### config.mk
export PLATFORM = sky130hd
export DESIGN_NAME = rect_subtract_into_pieces
export DESIGN_NICKNAME = d
export VERILOG_FILES = /design/src/rtl/rsip_pkg.sv /design/src/rtl/rect_subtract_into_pieces.sv
export SDC_FILE = /design/constraint.sdc
export NUM_CORES = 2
export LEC_CHECK = 0
export BUFFER_PORTS_ARGS = -buffer_cell sky130_fd_sc_hd__buf_2
export CAP_MARGIN = 20
export CORE_MARGIN = 3
export CORE_UTILIZATION = 58
export CTS_BUF_LIST = sky130_fd_sc_hd__clkbuf_8
export CTS_CLUSTER_DIAMETER = 30
export CTS_CLUSTER_SIZE = 20
export DETAILED_ROUTE_END_ITERATION = 8
export PLACE_DENSITY_LB_ADDON = 0.15
export SLEW_MARGIN = 20
export SYNTH_ARGS = -nofsm -noshare
export SYNTH_HDL_FRONTEND = slang
export SYNTH_SLANG_ARGS = --single-unit
### constraint.sdc
create_clock -name clk -period 10.35 [get_ports clk]
set_clock_uncertainty 0.1 [all_clocks]
set_input_delay 1.035 -clock clk [delete_from_list [all_inputs] [get_ports clk]]
set_output_delay 1.035 -clock clk [all_outputs]
set_load 0.03 [all_outputs]
### src/rtl/rsip_pkg.sv
`default_nettype none

package rsip_pkg;

  // Kind of piece carried by a result beat.
  typedef enum logic [1:0] {
    KIND_TOP    = 2'd0,
    KIND_BOTTOM = 2'd1,
    KIND_LEFT   = 2'd2,
    KIND_RIGHT  = 2'd3
  } piece_kind_t;

  // Number of piece lanes held in the result buffer.
  localparam int unsigned NUM_LANES = 4;

  // One piece as it leaves on the result ports.
  typedef struct packed {
    logic [31:0] x;
    logic [31:0] y;
    logic [30:0] w;
    logic [30:0] h;
    logic        none;
  } piece_t;

endpackage

`default_nettype wire

### src/rtl/rect_subtract_into_pieces.sv
`default_nettype none

// Subtracts a hole rectangle from an outer rectangle (signed Q16.16) and
// returns the remaining area as up to four pieces: top band, bottom band,
// left side and right side, in that order, or one beat with no_pieces set.
// A command is taken when start is high and busy is low. It passes four
// arithmetic register stages (standardize, edges, margins, side extent),
// a four-lane result buffer and the result registers in that order; the
// buffer loads only when it has at most one beat left to send. Results
// leave one per cycle with done high for that single cycle, and the
// receiver must take every beat. A command yields between one and four
// results (one when nothing is left), sent back to back, and the buffer
// takes the next command's pieces while the last beat of the one before
// leaves; busy rises when all four stages hold a command and the result
// buffer still has more than one beat to send. All edge sums and all
// results are saturated to the signed COORD_BITS range.
module rect_subtract_into_pieces #(
  parameter int COORD_BITS = 32
) (
  input  wire logic                clk,
  input  wire logic                rst,
  input  wire logic                start,
  output logic                     busy,
  input  wire logic signed [31:0]  outer_x,
  input  wire logic signed [31:0]  outer_y,
  input  wire logic signed [31:0]  outer_w,
  input  wire logic signed [31:0]  outer_h,
  input  wire logic signed [31:0]  hole_x,
  input  wire logic signed [31:0]  hole_y,
  input  wire logic signed [31:0]  hole_w,
  input  wire logic signed [31:0]  hole_h,
  output logic                     done,
  output logic signed [31:0]       piece_x,
  output logic signed [31:0]       piece_y,
  output logic [30:0]              piece_w,
  output logic [30:0]              piece_h,
  output logic [1:0]               piece_kind,
  output logic                     no_pieces,
  output logic                     last_piece
);

  // Internal width: the larger of the saturation range and the input width,
  // with headroom for a difference of differences.
  localparam int MAXW = (COORD_BITS > 32) ? COORD_BITS : 32;
  localparam int IW   = MAXW + 3;

  localparam logic signed [IW-1:0] SAT_HI = (IW'(1) << (COORD_BITS - 1)) - IW'(1);
  localparam logic signed [IW-1:0] SAT_LO = -SAT_HI - IW'(1);
  localparam logic signed [IW-1:0] ZERO   = '0;

  function automatic logic signed [IW-1:0] sat(input logic signed [IW-1:0] v);
    logic signed [IW-1:0] r;
    r = v;
    if (v > SAT_HI) begin
      r = SAT_HI;
    end else if (v < SAT_LO) begin
      r = SAT_LO;
    end
    return r;
  endfunction

  function automatic logic signed [IW-1:0] sx(input logic [31:0] v);
    return {{(IW-32){v[31]}}, v};
  endfunction

  // Origin after standardizing: moves by the size when the size is negative.
  function automatic logic signed [IW-1:0] std_p(input logic signed [IW-1:0] p,
                                                 input logic signed [IW-1:0] s);
    logic signed [IW-1:0] r;
    r = p;
    if (s < ZERO) begin
      r = sat(p + s);
    end
    return r;
  endfunction

  function automatic logic signed [IW-1:0] std_s(input logic signed [IW-1:0] s);
    logic signed [IW-1:0] r;
    r = s;
    if (s < ZERO) begin
      r = sat(-s);
    end
    return r;
  endfunction

  function automatic logic [31:0] to_coord(input logic signed [IW-1:0] v);
    logic signed [IW-1:0] t;
    t = sat(v);
    return t[31:0];
  endfunction

  function automatic logic [30:0] to_size(input logic signed [IW-1:0] v);
    logic signed [IW-1:0] t;
    t = sat(v);
    if (v < ZERO) begin
      t = ZERO;
    end
    return t[30:0];
  endfunction

  // Pipeline valid bits and stage enables.
  logic v1, v2, v3, v4;
  logic en1, en2, en3, en4;
  logic buf_free;
  logic accept;

  logic [rsip_pkg::NUM_LANES-1:0] mask;

  assign buf_free = ((mask & (mask - 4'd1)) == 4'd0);
  assign en4      = !v4 || buf_free;
  assign en3      = !v3 || en4;
  assign en2      = !v2 || en3;
  assign en1      = !v1 || en2;
  assign busy     = !en1;
  assign accept   = start && en1;

  always_ff @(posedge clk) begin
    if (rst) begin
      v1 <= 1'b0;
      v2 <= 1'b0;
      v3 <= 1'b0;
      v4 <= 1'b0;
    end else begin
      if (en1) begin
        v1 <= accept;
      end
      if (en2) begin
        v2 <= v1;
      end
      if (en3) begin
        v3 <= v2;
      end
      if (en4) begin
        v4 <= v3;
      end
    end
  end

  // Stage 1: standardize both rectangles on both axes.
  logic signed [IW-1:0] ox1, oy1, ow1, oh1, hx1, hy1, hw1, hh1;

  always_ff @(posedge clk) begin
    if (en1) begin
      ox1 <= std_p(sx(outer_x), sx(outer_w));
      ow1 <= std_s(sx(outer_w));
      oy1 <= std_p(sx(outer_y), sx(outer_h));
      oh1 <= std_s(sx(outer_h));
      hx1 <= std_p(sx(hole_x), sx(hole_w));
      hw1 <= std_s(sx(hole_w));
      hy1 <= std_p(sx(hole_y), sx(hole_h));
      hh1 <= std_s(sx(hole_h));
    end
  end

  // Stage 2: far edges of both rectangles.
  logic signed [IW-1:0] ox2, oy2, ow2, oh2, hx2, hy2, hw2, hh2;
  logic signed [IW-1:0] oxe2, oye2, hxe2, hye2;

  always_ff @(posedge clk) begin
    if (en2) begin
      ox2  <= ox1;
      oy2  <= oy1;
      ow2  <= ow1;
      oh2  <= oh1;
      hx2  <= hx1;
      hy2  <= hy1;
      hw2  <= hw1;
      hh2  <= hh1;
      oxe2 <= sat(ox1 + ow1);
      oye2 <= sat(oy1 + oh1);
      hxe2 <= sat(hx1 + hw1);
      hye2 <= sat(hy1 + hh1);
    end
  end

  // Stage 3: overlap test and the four margins.
  logic signed [IW-1:0] ox3, oy3, ow3, oh3, hxe3, hye3;
  logic signed [IW-1:0] top3, bottom3, left3, right3;
  logic                 ov3;

  always_ff @(posedge clk) begin
    if (en3) begin
      ox3     <= ox2;
      oy3     <= oy2;
      ow3     <= ow2;
      oh3     <= oh2;
      hxe3    <= hxe2;
      hye3    <= hye2;
      top3    <= hy2 - oy2;
      bottom3 <= oye2 - hye2;
      left3   <= hx2 - ox2;
      right3  <= oxe2 - hxe2;
      ov3     <= (ow2 > ZERO) && (oh2 > ZERO) && (hw2 > ZERO) && (hh2 > ZERO) &&
                 (ox2 < hxe2) && (hx2 < oxe2) && (oy2 < hye2) && (hy2 < oye2);
    end
  end

  // Stage 4: height left between the bands, its upper edge and the piece mask.
  logic signed [IW-1:0] ox4, oy4, ow4, hxe4, hye4;
  logic signed [IW-1:0] top4, bottom4, left4, right4, extent4, ytop4;
  logic [rsip_pkg::NUM_LANES-1:0] mask4;

  logic signed [IW-1:0] top_used, bottom_used, extent_c;
  logic                 top_pos, bottom_pos;

  always_comb begin
    top_pos     = top3 > ZERO;
    bottom_pos  = bottom3 > ZERO;
    top_used    = top_pos ? top3 : ZERO;
    bottom_used = bottom_pos ? bottom3 : ZERO;
    extent_c    = oh3 - top_used - bottom_used;
  end

  always_ff @(posedge clk) begin
    if (en4) begin
      ox4      <= ox3;
      oy4      <= oy3;
      ow4      <= ow3;
      hxe4     <= hxe3;
      hye4     <= hye3;
      top4     <= top3;
      bottom4  <= bottom3;
      left4    <= left3;
      right4   <= right3;
      extent4  <= extent_c;
      ytop4    <= sat(oy3 + top_used);
      mask4[0] <= ov3 && top_pos;
      mask4[1] <= ov3 && bottom_pos;
      mask4[2] <= ov3 && (extent_c > ZERO) && (left3 > ZERO);
      mask4[3] <= ov3 && (extent_c > ZERO) && (right3 > ZERO);
    end
  end

  // Result buffer: one lane per piece kind, emptied one beat per cycle.
  rsip_pkg::piece_t lane [rsip_pkg::NUM_LANES];
  rsip_pkg::piece_t lane_load [rsip_pkg::NUM_LANES];
  logic [rsip_pkg::NUM_LANES-1:0] load_mask;
  logic                           buf_load;

  assign buf_load = v4 && buf_free;

  always_comb begin
    lane_load[0] = '{x: to_coord(ox4), y: to_coord(oy4), w: to_size(ow4),
                     h: to_size(top4), none: 1'b0};
    lane_load[1] = '{x: to_coord(ox4), y: to_coord(hye4), w: to_size(ow4),
                     h: to_size(bottom4), none: 1'b0};
    lane_load[2] = '{x: to_coord(ox4), y: to_coord(ytop4), w: to_size(left4),
                     h: to_size(extent4), none: 1'b0};
    lane_load[3] = '{x: to_coord(hxe4), y: to_coord(ytop4), w: to_size(right4),
                     h: to_size(extent4), none: 1'b0};
    load_mask    = mask4;
    // Nothing left of the outer rectangle: a single empty beat in the top lane.
    if (mask4 == 4'd0) begin
      lane_load[0] = '{x: '0, y: '0, w: '0, h: '0, none: 1'b1};
      load_mask    = 4'b0001;
    end
  end

  // Pick the lowest pending lane for the next beat.
  rsip_pkg::piece_kind_t          sel;
  logic [rsip_pkg::NUM_LANES-1:0] sel_bit;
  logic [rsip_pkg::NUM_LANES-1:0] mask_left;

  always_comb begin
    case (1'b1)
      mask[0]: begin
        sel     = rsip_pkg::KIND_TOP;
        sel_bit = 4'b0001;
      end
      mask[1]: begin
        sel     = rsip_pkg::KIND_BOTTOM;
        sel_bit = 4'b0010;
      end
      mask[2]: begin
        sel     = rsip_pkg::KIND_LEFT;
        sel_bit = 4'b0100;
      end
      mask[3]: begin
        sel     = rsip_pkg::KIND_RIGHT;
        sel_bit = 4'b1000;
      end
      default: begin
        sel     = rsip_pkg::KIND_TOP;
        sel_bit = 4'b0000;
      end
    endcase
    mask_left = mask & ~sel_bit;
  end

  always_ff @(posedge clk) begin
    if (rst) begin
      mask <= '0;
    end else if (buf_load) begin
      mask <= load_mask;
    end else begin
      mask <= mask_left;
    end
  end

  always_ff @(posedge clk) begin
    if (buf_load) begin
      for (int i = 0; i < rsip_pkg::NUM_LANES; i++) begin
        lane[i] <= lane_load[i];
      end
    end
  end

  // Result registers: each beat is shown for exactly one cycle.
  always_ff @(posedge clk) begin
    if (rst) begin
      done <= 1'b0;
    end else begin
      done <= |mask;
    end
  end

  always_ff @(posedge clk) begin
    piece_x    <= lane[sel].x;
    piece_y    <= lane[sel].y;
    piece_w    <= lane[sel].w;
    piece_h    <= lane[sel].h;
    piece_kind <= sel;
    no_pieces  <= lane[sel].none;
    last_piece <= (mask_left == 4'd0);
  end

endmodule

`default_nettype wire

==> flow_summary.yaml <==
timing:
  rsz0062_at_grt: "false"
  timing.fmax_mhz: 142
  timing_hold_violations_final: 0
  worst_pin_slew_ns: 1.08
  hold_ws_ns: 0.170
  setup_violations: 0
  layout_min_cycle_time_ns: 7.06
  max_slew_margin_pct: 28.0
  period_share_pct: 68.3
  slew_viol_final: 0
  final.setup.tns_ns: 0
detailed_routing:
  drt_iter0_drc: 8171
  wirelength_mm: 279
  drt_pass1_iterations: 6
  num_vias: 71200
  vias_per_cell: 6.10
  wl_per_cell_um: 23.9
  drc: 0
  postRouteAntennaNets: 0
critical_path:
  crit_fanout: 28
  end_kind: "flop"
  r2r_setup_slack_ns: 3.29
  rr_worst_depth: 21
  critical_path.reg2reg.endpoint: "mask4[2]"
  cp.required_ns: 11.05
  crit_arrival_ns: 7.76
  r2r-start: "top3[9]"
  worstSetupPathType: "reg2reg"
  critPathLaunchType: "flop"
floorplanning:
  die_h_um: 421
  fp.dieW_um: 421
  core-area_mm2: 0.170
  die_area_mm2: 0.177
  rows: 151
  initial_core_util_pct: 58.7
  pin_count: 391
synth:
  synth-main-ff-cell: "edfxtp_1"
  yosysUniqueCellTypes: 98
  syn_area_per_cell_um2: 11.7
  yosysSeqAreaShare_pct: 57.6
  yosys.area.top_type: "edfxtp_1"
  synthTopCellsByArea: "edfxtp_1 (55%), ha_1 (7.8%), nor2_1 (3.5%)"
  async_reset_ff_share_pct: 0
  synth_seq_cells: 1965
  synth-edff-count: 1826
  yosys.area.top_type_share_pct: 54.8
  syn_inst: 8572
  syn-cell-area_mm2: 0.100
  yosys_warnings: 0
clock_tree:
  cts_root_buf: "clkbuf_8"
  clockBufferDepth: 4
  clk_latency_ns: 1.09
  htree_levels: 5
  cts_tree: "built"
  cts_buffers: 365
  cts_setup_buffers: 0
  clkSinkCount: 1965
  path_clk_slew_ns: 0.07
job:
  max_cap_viol_count: 0
layout:
  layout.nets: 9980
  fin_area_mm2: 0.112
  drive_above_1_share_pct: 12.6
  syn2layout_area_growth_pct: 12.4
  num-fill-cells: 12900
  final_cells: 11700
  regMostFlops: "lane"
  postLayoutCoreUtil_pct: 66.0
  largest_reg_flops: 410
worst_hold_path:
  min_path_cells: 2
  hold_end: "v2"
  hold_class: "in2reg"
  hold_path.startpoint: "rst"
global_route:
  grt_pass1_vias: 66200
  met2_usage_pct: 42.0
  top_usage_layer: "met1"
  grt.total_usage_pct: 30.8
  grt_overflow: 0
  antenna_found_initial: 42
  met1_usage_pct: 49.7
  grt_util_met3_pct: 5.95
  grt_max_degree: 174
  grt_pass1_wl_mm: 413
power_and_ir_drop:
  ir_drop_v: 0.000166
  p_leak_nw: 45.6
  p_per_area_mw_per_mm2: 287
placement:
  placed_area_mm2: 0.104
  dpl.cell_count: 11000
  port_buffers: 390
  place.gp.congestion: 0.987
  dp.final_hpwl_mm: 214
outcome:
  outcome: "finished, final reports clean"
routing by layer:
layer,share of wire (%),vias to the layer above,routed length [um]
met1,46,34100,128000
met2,40,3687,112000
met4,2.8,8,7770
met5,0.020,-,55
li1,-,32900,-
met3,11,439,31100
worst max-delay path: stages, from the launching register on:
cell and delay [ns]:
edfxtp_1 0.57, nor4_1 0.64, and4_1 0.34, a31oi_2 0.12, buf_4 0.26, and2_1 0.30, ha_1 0.37, fa_1 0.47
nor2b_1 0.21, o21ai_1 0.11, a21o_1 0.22, a31oi_1 0.28, a31oi_1 0.22, o211ai_1 0.29, a31oi_1 0.24, o31ai_1 0.25
a21oi_1 0.15, xnor2_1 0.16, or4_1 0.50, or4_1 0.42, or4_1 0.45, and4_1 0.22
cell usage in the layout (no fill, tap or decap), types with 46 or more instances in the layout:
cell type / instances
nand2b_1: 119
o31ai_1: 98
nand3_1: 84
xor2_1: 165
nand2_1: 521
xnor2_1: 287
ha_1: 621
buf_4: 59
nor4_1: 94
a21o_1: 334
o2bb2ai_1: 70
nor2_1: 920
and3_1: 46
o21bai_1: 63
nor3_1: 168
or3_1: 59
o21a_1: 103
a21oi_1: 412
buf_2: 390
dfxtp_1: 139
o211ai_1: 50
o21ai_0: 581
edfxtp_1: 1826
a31oi_1: 69
nand4_1: 78
clkbuf_8: 375
nor2b_1: 136
a22o_1: 68
inv_1: 480
mux2i_1: 66
repair_timing:
| action | in CTS | in global routing |
|---|---|---|
| gates resized for setup | 0 | 0 |
| endpoints found under the hold margin | 1 | 0 |
| hold buffers | 1 | 0 |
worst max-delay path by stage:
| stage | from | end | slack, ns | depth (start not counted) |
|---|---|---|---|---|
| detailed placement | top3[9] | mask4[2] | 3.34 | 21 |
| CTS | top3[9] | mask4[2] | 3.37 | 21 |
| finish | top3[9] | mask4[2] | 3.29 | 21 |
| global placement | top3[9] | mask4[2] | 3.32 | 24 |
| global route | top3[9] | mask4[2] | 2.96 | 21 |
| floorplan | mask[2] | hh2[0] | 0.37 | 6 |
where the power goes:
group | switching, mW | internal (mW) | leakage, nW | total, mW
registers | 1.68 | 11.4 | 20.1 | 13.1
logic | 6.86 | 4.24 | 21.4 | 11.1
clock network | 3.49 | 4.61 | 4.10 | 8.10
total | 12.0 | 20.3 | 45.6 | 32.3
cell families (layout without fill, tap and decap cells):
kind of cell / count (synthesis) / count (layout) / share of synthesized area (%)
buf+inv: 791 / 1565 / 2.99
fa+ha+maj: 654 / 654 / 8.42
flops: 1965 / 1965 / 57.6
xor+xnor: 452 / 452 / 3.96
simple gates: 2403 / 2403 / 11.3
mux: 98 / 98 / 1.37
compound gates: 2208 / 2208 / 14.4
other cells: 1 / 27 / 0.00375
cell type report:
class	count	area [um^2]	share of cell area, %
Timing Repair Buffer	455	2480	2.21
Tap cell	2295	2870	2.55
Sequential cell	1965	57600	51.3
Multi-Input combinational cell	5823	39600	35.2
Clock buffer	375	5160	4.59
Antenna cell	19	47.5	0.0423
Clock inverter	277	2870	2.55
Inverter	458	1740	1.55
synth_stat cells (165+ instances only):
cell,instances
edfxtp_1,1826
nor2_1,929
ha_1,621
o21ai_0,582
nand2_1,524
inv_1,455
a21oi_1,413
a21o_1,334
clkbuf_1,299
xnor2_1,287
nor3_1,169
xor2_1,165
through the flow:
step	setup slack [ns]	power, mW
floorplan	0.373	19.8
global placement	3.32	23.8
detailed placement	3.34	24.0
CTS	3.37	32.1
global route	2.96	34.0
finish	3.29	32.3
(Power assumes the default switching activity.)
